===== config.mk =====
export PLATFORM = sky130hd
export DESIGN_NAME = linear_range_map_deadband_unit
export DESIGN_NICKNAME = d
export VERILOG_FILES = /design/src/rtl/lrmd_pkg.sv /design/src/rtl/lrmd_div_step.sv /design/src/rtl/linear_range_map_deadband_unit.sv
export SDC_FILE = /design/constraint.sdc
export NUM_CORES = 2
export LEC_CHECK = 0
export ABC_CLOCK_PERIOD_IN_PS = 26000
export BUFFER_PORTS_ARGS = -buffer_cell sky130_fd_sc_hd__buf_2
export CORE_MARGIN = 2
export CORE_UTILIZATION = 55
export CTS_CLUSTER_DIAMETER = 30
export DETAILED_ROUTE_END_ITERATION = 6
export PLACE_DENSITY = 0.82
export SLEW_MARGIN = 10
export SYNTH_ARGS = -nofsm -noshare
export SYNTH_HDL_FRONTEND = slang
export SYNTH_SLANG_ARGS = --single-unit

===== constraint.sdc =====
create_clock -name aclk -period 26 [get_ports aclk]
set_input_delay 5.2 -clock aclk [delete_from_list [all_inputs] [get_ports aclk]]
set_output_delay 5.2 -clock aclk [all_outputs]
set_load 0.05 [all_outputs]

===== src/rtl/lrmd_pkg.sv =====
// Shared constants and types for the linear range map with deadband.
package lrmd_pkg;

    localparam int TGT_W      = 16;
    localparam int DZ_W       = 15;
    localparam int Q_W        = 16;
    localparam int CFG_IDX_W  = 3;
    localparam int CFG_DATA_W = 16;

    localparam logic [CFG_IDX_W-1:0] CFG_SOURCE_MIN  = 3'd0;
    localparam logic [CFG_IDX_W-1:0] CFG_SOURCE_MAX  = 3'd1;
    localparam logic [CFG_IDX_W-1:0] CFG_TARGET_LOW  = 3'd2;
    localparam logic [CFG_IDX_W-1:0] CFG_TARGET_HIGH = 3'd3;
    localparam logic [CFG_IDX_W-1:0] CFG_DEAD_ZONE   = 3'd4;

    typedef struct packed {
        logic valid;
        logic neg;
        logic dead;
    } lrmd_tag_t;

endpackage


===== src/rtl/lrmd_div_step.sv =====
// One restoring-division stage: retires one quotient bit per word.
module lrmd_div_step #(
    parameter int REM_W = 12
) (
    input  logic                      aclk,
    input  logic                      aresetn,
    input  logic                      en,
    input  logic [REM_W-1:0]          divisor,
    input  logic [REM_W-1:0]          rem_i,
    input  logic [lrmd_pkg::Q_W-1:0]  word_i,
    input  lrmd_pkg::lrmd_tag_t       tag_i,
    output logic [REM_W-1:0]          rem_o,
    output logic [lrmd_pkg::Q_W-1:0]  word_o,
    output lrmd_pkg::lrmd_tag_t       tag_o
);
    import lrmd_pkg::*;

    logic [REM_W:0]   trial;
    logic [REM_W:0]   diff;
    logic             fits;
    logic [REM_W-1:0] rem_next;
    logic [Q_W-1:0]   word_next;
    logic [REM_W-1:0] rem_reg;
    logic [Q_W-1:0]   word_reg;
    logic             valid_reg;
    logic             neg_reg;
    logic             dead_reg;

    // word shifts dividend bits out at the top and quotient bits in at the bottom
    always_comb begin
        trial     = {rem_i, word_i[Q_W-1]};
        diff      = trial - {1'b0, divisor};
        fits      = (trial >= {1'b0, divisor});
        rem_next  = fits ? diff[REM_W-1:0] : trial[REM_W-1:0];
        word_next = {word_i[Q_W-2:0], fits};
    end

    always_ff @(posedge aclk) begin
        if (!aresetn) begin
            valid_reg <= 1'b0;
        end else if (en) begin
            valid_reg <= tag_i.valid;
        end
    end

    always_ff @(posedge aclk) begin
        if (en) begin
            rem_reg  <= rem_next;
            word_reg <= word_next;
            neg_reg  <= tag_i.neg;
            dead_reg <= tag_i.dead;
        end
    end

    assign rem_o  = rem_reg;
    assign word_o = word_reg;
    assign tag_o  = {valid_reg, neg_reg, dead_reg};

endmodule


===== src/rtl/linear_range_map_deadband_unit.sv =====
// Linear range map with clamp, deadband and round-half-away rounding.
//
// Input channel s_*: one raw sample word per handshake (s_valid/s_ready).
// Output channel m_*: one mapped word per input word, in order.
// Config port cfg_*: write-only, cfg_wr_en with cfg_index selects
// source_min, source_max, target_low, target_high, dead_zone; write only
// while no word is in flight.
// Pipeline: a word accepted on s_* passes six front stages, sixteen divider
// stages and an output register before it is presented on m_*.
// Throughput: one word per cycle while the output is not stalled; the divider
// retires one quotient bit per stage over sixteen pipelined stages.
// Reset: valid bits clear, s_ready rises, registers load their defaults
// (source 0..max, target -32768..32767, no deadband).
// Stall: when the output holds a word and m_ready is low, the word leaving the
// pipeline is caught in a skid register; on the next cycle s_ready drops and
// the whole pipeline holds until the output drains.
module linear_range_map_deadband_unit #(
    parameter int SOURCE_BITS = 11
) (
    input  logic                                   aclk,
    input  logic                                   aresetn,
    input  logic                                   s_valid,
    output logic                                   s_ready,
    input  logic [SOURCE_BITS-1:0]                 s_raw_value,
    output logic                                   m_valid,
    input  logic                                   m_ready,
    output logic signed [lrmd_pkg::TGT_W-1:0]      m_mapped_value,
    input  logic                                   cfg_wr_en,
    input  logic [lrmd_pkg::CFG_IDX_W-1:0]         cfg_index,
    input  logic [lrmd_pkg::CFG_DATA_W-1:0]        cfg_data
);
    import lrmd_pkg::*;

    localparam int DEN_W  = SOURCE_BITS;
    localparam int PROD_W = DEN_W + 18;
    localparam int MAG_W  = DEN_W + DZ_W;
    localparam int NUM_W  = DEN_W + 17;
    localparam int REM_W  = DEN_W + 1;

    // configuration
    logic [DEN_W-1:0]        src_min_reg;
    logic [DEN_W-1:0]        src_max_reg;
    logic signed [TGT_W-1:0] tgt_low_reg;
    logic signed [TGT_W-1:0] tgt_high_reg;
    logic [DZ_W-1:0]         dead_zone_reg;

    // values derived from configuration
    logic [DEN_W-1:0]        lo_next;
    logic [DEN_W-1:0]        hi_next;
    logic [DEN_W-1:0]        lo_reg;
    logic [DEN_W-1:0]        hi_reg;
    logic [DEN_W-1:0]        den_reg;
    logic signed [TGT_W:0]   span_reg;
    logic                    same_reg;
    logic signed [PROD_W-1:0] ptl_next;
    logic signed [PROD_W-1:0] ptl_reg;
    logic [MAG_W-1:0]        dzden_next;
    logic [MAG_W-1:0]        dzden_reg;

    // pipeline
    logic                    en;
    logic                    v0_reg, v1_reg, v2_reg, v3_reg, v4_reg, v5_reg;
    logic [DEN_W-1:0]        raw0_reg;
    logic [DEN_W-1:0]        clamp1;
    logic [DEN_W-1:0]        dc1_reg;
    logic signed [PROD_W-1:0] p2_next;
    logic signed [PROD_W-1:0] p2_reg;
    logic signed [PROD_W-1:0] num_reg;
    logic signed [PROD_W-1:0] mag_full;
    logic [MAG_W-1:0]        mag4_reg;
    logic                    neg4_reg;
    logic [NUM_W-1:0]        n5_reg;
    logic                    neg5_reg;
    logic                    dead5_reg;

    logic [REM_W-1:0]        divisor;
    logic [REM_W-1:0]        rem_w  [Q_W+1];
    logic [Q_W-1:0]          word_w [Q_W+1];
    lrmd_tag_t               tag_w  [Q_W+1];

    logic signed [TGT_W-1:0] res;
    logic                    m_valid_reg;
    logic signed [TGT_W-1:0] m_data_reg;
    logic                    skid_v_reg;
    logic signed [TGT_W-1:0] skid_data_reg;

    always_ff @(posedge aclk) begin
        if (!aresetn) begin
            src_min_reg   <= '0;
            src_max_reg   <= '1;
            tgt_low_reg   <= 16'sh8000;
            tgt_high_reg  <= 16'sh7FFF;
            dead_zone_reg <= '0;
        end else if (cfg_wr_en) begin
            case (cfg_index)
                CFG_SOURCE_MIN:  src_min_reg   <= cfg_data[DEN_W-1:0];
                CFG_SOURCE_MAX:  src_max_reg   <= cfg_data[DEN_W-1:0];
                CFG_TARGET_LOW:  tgt_low_reg   <= $signed(cfg_data[TGT_W-1:0]);
                CFG_TARGET_HIGH: tgt_high_reg  <= $signed(cfg_data[TGT_W-1:0]);
                CFG_DEAD_ZONE:   dead_zone_reg <= cfg_data[DZ_W-1:0];
                default: ;
            endcase
        end
    end

    always_comb begin
        if (src_min_reg > src_max_reg) begin
            lo_next = src_max_reg;
            hi_next = src_min_reg;
        end else begin
            lo_next = src_min_reg;
            hi_next = src_max_reg;
        end
        ptl_next   = tgt_low_reg * $signed({1'b0, den_reg});
        dzden_next = dead_zone_reg * den_reg;
    end

    always_ff @(posedge aclk) begin
        lo_reg    <= lo_next;
        hi_reg    <= hi_next;
        den_reg   <= hi_next - lo_next;
        span_reg  <= {tgt_high_reg[TGT_W-1], tgt_high_reg}
                   - {tgt_low_reg[TGT_W-1], tgt_low_reg};
        same_reg  <= (src_min_reg == src_max_reg);
        ptl_reg   <= ptl_next;
        dzden_reg <= dzden_next;
    end

    assign en      = !skid_v_reg;
    assign s_ready = en;

    always_comb begin
        if (raw0_reg < lo_reg) begin
            clamp1 = lo_reg;
        end else if (raw0_reg > hi_reg) begin
            clamp1 = hi_reg;
        end else begin
            clamp1 = raw0_reg;
        end
        p2_next  = $signed({1'b0, dc1_reg}) * span_reg;
        mag_full = num_reg[PROD_W-1] ? -num_reg : num_reg;
    end

    always_ff @(posedge aclk) begin
        if (!aresetn) begin
            v0_reg <= 1'b0;
            v1_reg <= 1'b0;
            v2_reg <= 1'b0;
            v3_reg <= 1'b0;
            v4_reg <= 1'b0;
            v5_reg <= 1'b0;
        end else if (en) begin
            v0_reg <= s_valid;
            v1_reg <= v0_reg;
            v2_reg <= v1_reg;
            v3_reg <= v2_reg;
            v4_reg <= v3_reg;
            v5_reg <= v4_reg;
        end
    end

    always_ff @(posedge aclk) begin
        if (en) begin
            raw0_reg  <= s_raw_value;
            dc1_reg   <= clamp1 - lo_reg;
            p2_reg    <= p2_next;
            num_reg   <= ptl_reg + p2_reg;
            neg4_reg  <= num_reg[PROD_W-1];
            mag4_reg  <= mag_full[MAG_W-1:0];
            neg5_reg  <= neg4_reg;
            dead5_reg <= (mag4_reg < dzden_reg);
            // 2*mag + den over 2*den gives round-half-away on the magnitude
            n5_reg    <= {1'b0, mag4_reg, 1'b0} + NUM_W'(den_reg);
        end
    end

    assign divisor   = {den_reg, 1'b0};
    assign rem_w[0]  = n5_reg[NUM_W-1:Q_W];
    assign word_w[0] = n5_reg[Q_W-1:0];
    assign tag_w[0]  = {v5_reg, neg5_reg, dead5_reg};

    for (genvar i = 0; i < Q_W; i++) begin : g_div
        lrmd_div_step #(
            .REM_W (REM_W)
        ) u_step (
            .aclk    (aclk),
            .aresetn (aresetn),
            .en      (en),
            .divisor (divisor),
            .rem_i   (rem_w[i]),
            .word_i  (word_w[i]),
            .tag_i   (tag_w[i]),
            .rem_o   (rem_w[i+1]),
            .word_o  (word_w[i+1]),
            .tag_o   (tag_w[i+1])
        );
    end

    always_comb begin
        if (same_reg) begin
            res = tgt_low_reg;
        end else if (tag_w[Q_W].dead) begin
            res = '0;
        end else if (tag_w[Q_W].neg) begin
            res = -$signed(word_w[Q_W]);
        end else begin
            res = $signed(word_w[Q_W]);
        end
    end

    always_ff @(posedge aclk) begin
        if (!aresetn) begin
            m_valid_reg <= 1'b0;
            skid_v_reg  <= 1'b0;
        end else if (en) begin
            if (!m_valid_reg || m_ready) begin
                m_valid_reg <= tag_w[Q_W].valid;
            end else if (tag_w[Q_W].valid) begin
                skid_v_reg <= 1'b1;
            end
        end else if (m_ready) begin
            skid_v_reg <= 1'b0;
        end
    end

    always_ff @(posedge aclk) begin
        if (en) begin
            if (!m_valid_reg || m_ready) begin
                m_data_reg <= res;
            end else begin
                skid_data_reg <= res;
            end
        end else if (m_ready) begin
            m_data_reg <= skid_data_reg;
        end
    end

    assign m_valid        = m_valid_reg;
    assign m_mapped_value = m_data_reg;

endmodule


==> results.yml <==
finish:
  multiInputGateArea_um2: 31580
  n_fill_cell: 7677
  layout-area-overhead-vs-synth_pct: 12.40
  antenna_cells: 0
  largest_register_ffs: 256
  mostFrequentLayoutCells: "796 x inv_1, 635 x edfxtp_1, 625 x nand2_1, 490 x ha_1, 466 x fa_1"
  final_common_cell: "inv_1"
  drive_gt1_share_pct: 9.593
  final_nets: 6455
  regArea_um2: 23030
floorplanning:
  core-area_um2: 105100
  dieHeight_um: 329.3
  die_area_um2: 108500
  num_rows: 119
  start_util_pct: 55.37
  die_w_um: 329.3
  num_io_pins: 53
timing:
  maxSlewViolCount: 0
  fmax_mhz: 140.2
  period_share_pct: 27.43
  fin_crit_ns: 7.131
  worst_pin_slew_ns: 1.229
  skew_ns: 0.03966
  setup_viol: 0
  hold_viol: 0
  rsz0062_at_grt: "no"
  relSlewSlack_pct: 18.04
  setup_tns_ns: 0
global_routing:
  track_usage_pct: 25.46
  grt_first_pass_wirelength_mm: 216.4
  grt_max_degree: 94
  grt_antenna_before_repair: 3
  grt_pass1_vias: 41190
  overflow: 0
clock_tree:
  cts_root_buffer: "clkbuf_16"
  cts.repair.resized: 0
  clockBufferDepth: 3
  clkTransAtPathRegs_ns: 0.06
  cts_made_buffers: 157
  cts_setup_buffers: 0
  cts.sinks: 833
  ctsHoldBuffers: 0
  cts-htree-levels: 4
  insertion_delay_ns: 0.77
  cts_tree: "built"
status:
  outcome: "finished clean"
logic_synthesis:
  yosys_register_bits: 833
  mappedNetlistNets: 6360
  yosysWarnings: 0
  ys.flop_type: "edfxtp_1"
  postSynthAreaPerCell_um2: 10.84
  ys_seq_area_share_pct: 39.57
  synth_largest_area_cell: "edfxtp_1"
  synth_cells: 5369
  synth-edff-count: 635
  synth_area_leaders: "edfxtp_1 33%, fa_1 16%, ha_1 11%, dfxtp_1 6.8%, inv_1 5.1%"
  synth_cell_type_count: 77
  synth_area_um2: 58210
  async_flop_share_pct: 0
  netlist.area_leader.share_pct: 32.76
place:
  place_congestion: 0.9206
  hpwlAfterDp_mm: 94.48
  io_buffers: 52
setup_path:
  reg2reg_slack_ns: 19.49
  max_stage_delay_ns: 0.42
  critPathCaptureType: "primary output"
  crit_type: "register to primary output"
  arrival_ns: 1.93
  crit_start: "skid_v_reg"
  critPathLaunchType: "register"
  cpMaxStageDelayCell: "buf_2"
  cp_cell_sequence: "inv_8 -> buf_2"
  cp_max_fo: 51
  rr_startpoint: "den_reg[9]"
  cp.required_ns: 20.80
flow_run:
  maxCapViolations: 0
min_path:
  hold_class: "register to register"
  worstHoldStart: "dead5_reg"
routing:
  vias_per_cell: 5.678
  wl_per_cell_um: 19.37
  vias: 39680
  initialDrtViolationCount: 3351
  wl_mm: 135.4
  drcViolationCount: 0
  drt_first_pass_iters: 6
  postRouteAntennaNets: 0
stage by stage:
stage	hold slack [ns]	cell area, µm²	instances	utilization, %	setup WS [ns]
3_5_place_dp	0.4045	59910	6696	56.99	18.91
2_1_floorplan	0.4003	58210	5369	-	3.316
4_1_cts	0.3923	65420	6989	62.24	18.83
3_3_place_gp	0.4001	59910	6696	56.99	18.98
6_report	0.3913	65420	6989	62.24	18.87
5_1_grt	0.4019	65420	6989	62.24	18.82
path summary, 6_finish.rpt:
kind,to,cells past startpoint
setup / recovery,s_ready,2
hold / removal,g_div[0].u_step.dead_reg,0
setup reg to reg,dzden_reg[24],18
hold reg to reg,g_div[0].u_step.dead_reg,0
cell families after synthesis:
logic type	share of synthesized area, %
flip-flops	39.57
AND/OR/NAND/NOR	11.15
adder cells (fa/ha/maj)	26.56
XOR/XNOR	4.198
buffers and inverters	6.188
multiplexers	3.803
AO/OA/AOI/OAI	8.532
synth_stat cells (18+ instances only):
library cell / number
inv_1: 797
edfxtp_1: 635
nand2_1: 625
ha_1: 490
fa_1: 466
nor2_1: 226
xnor2_1: 207
dfxtp_1: 198
a21oi_1: 187
o21ai_0: 174
and2_1: 165
mux2_2: 145
clkbuf_1: 130
nor2b_1: 103
a21o_1: 80
a21boi_0: 75
xor2_1: 72
mux2i_1: 58
nand3_1: 49
nand2b_1: 45
nor3_1: 41
a211oi_1: 40
nand4_1: 40
o21a_1: 40
o21bai_1: 33
o31ai_1: 23
o211ai_1: 22
or3_1: 20
and3_1: 18
cell type report:
class                      count  area share (%)
multi-input combinational   3583           48.27
clock inverter               122           2.211
sequential                   833           35.21
inverter                     798           4.590
tap                         1391           2.660
timing repair buffer          91          0.8453
clock buffer                 171           6.215
metal layers:
layer  vias up  global-route usage [%]  part of all wire (%)
met2      1578                   41.31                    47
met5         -                       0                0.0089
met1     19490                   31.86                    40
met3       409                   5.534                   7.6
met4         2                   13.95                   5.5
li1      18210                       -                     -
worst max-delay path, delay by kind of cell, from the launching register on:
| kind | cells | cell delay (ns) |
|---|---|---|
| buffers and inverters | 2 | 0.73 |
| flip-flops | 1 | 0.36 |
Power is left out: the tool's default activity adds up to more than one toggle a clock period on the data nets, which glitch-free logic cannot reach.
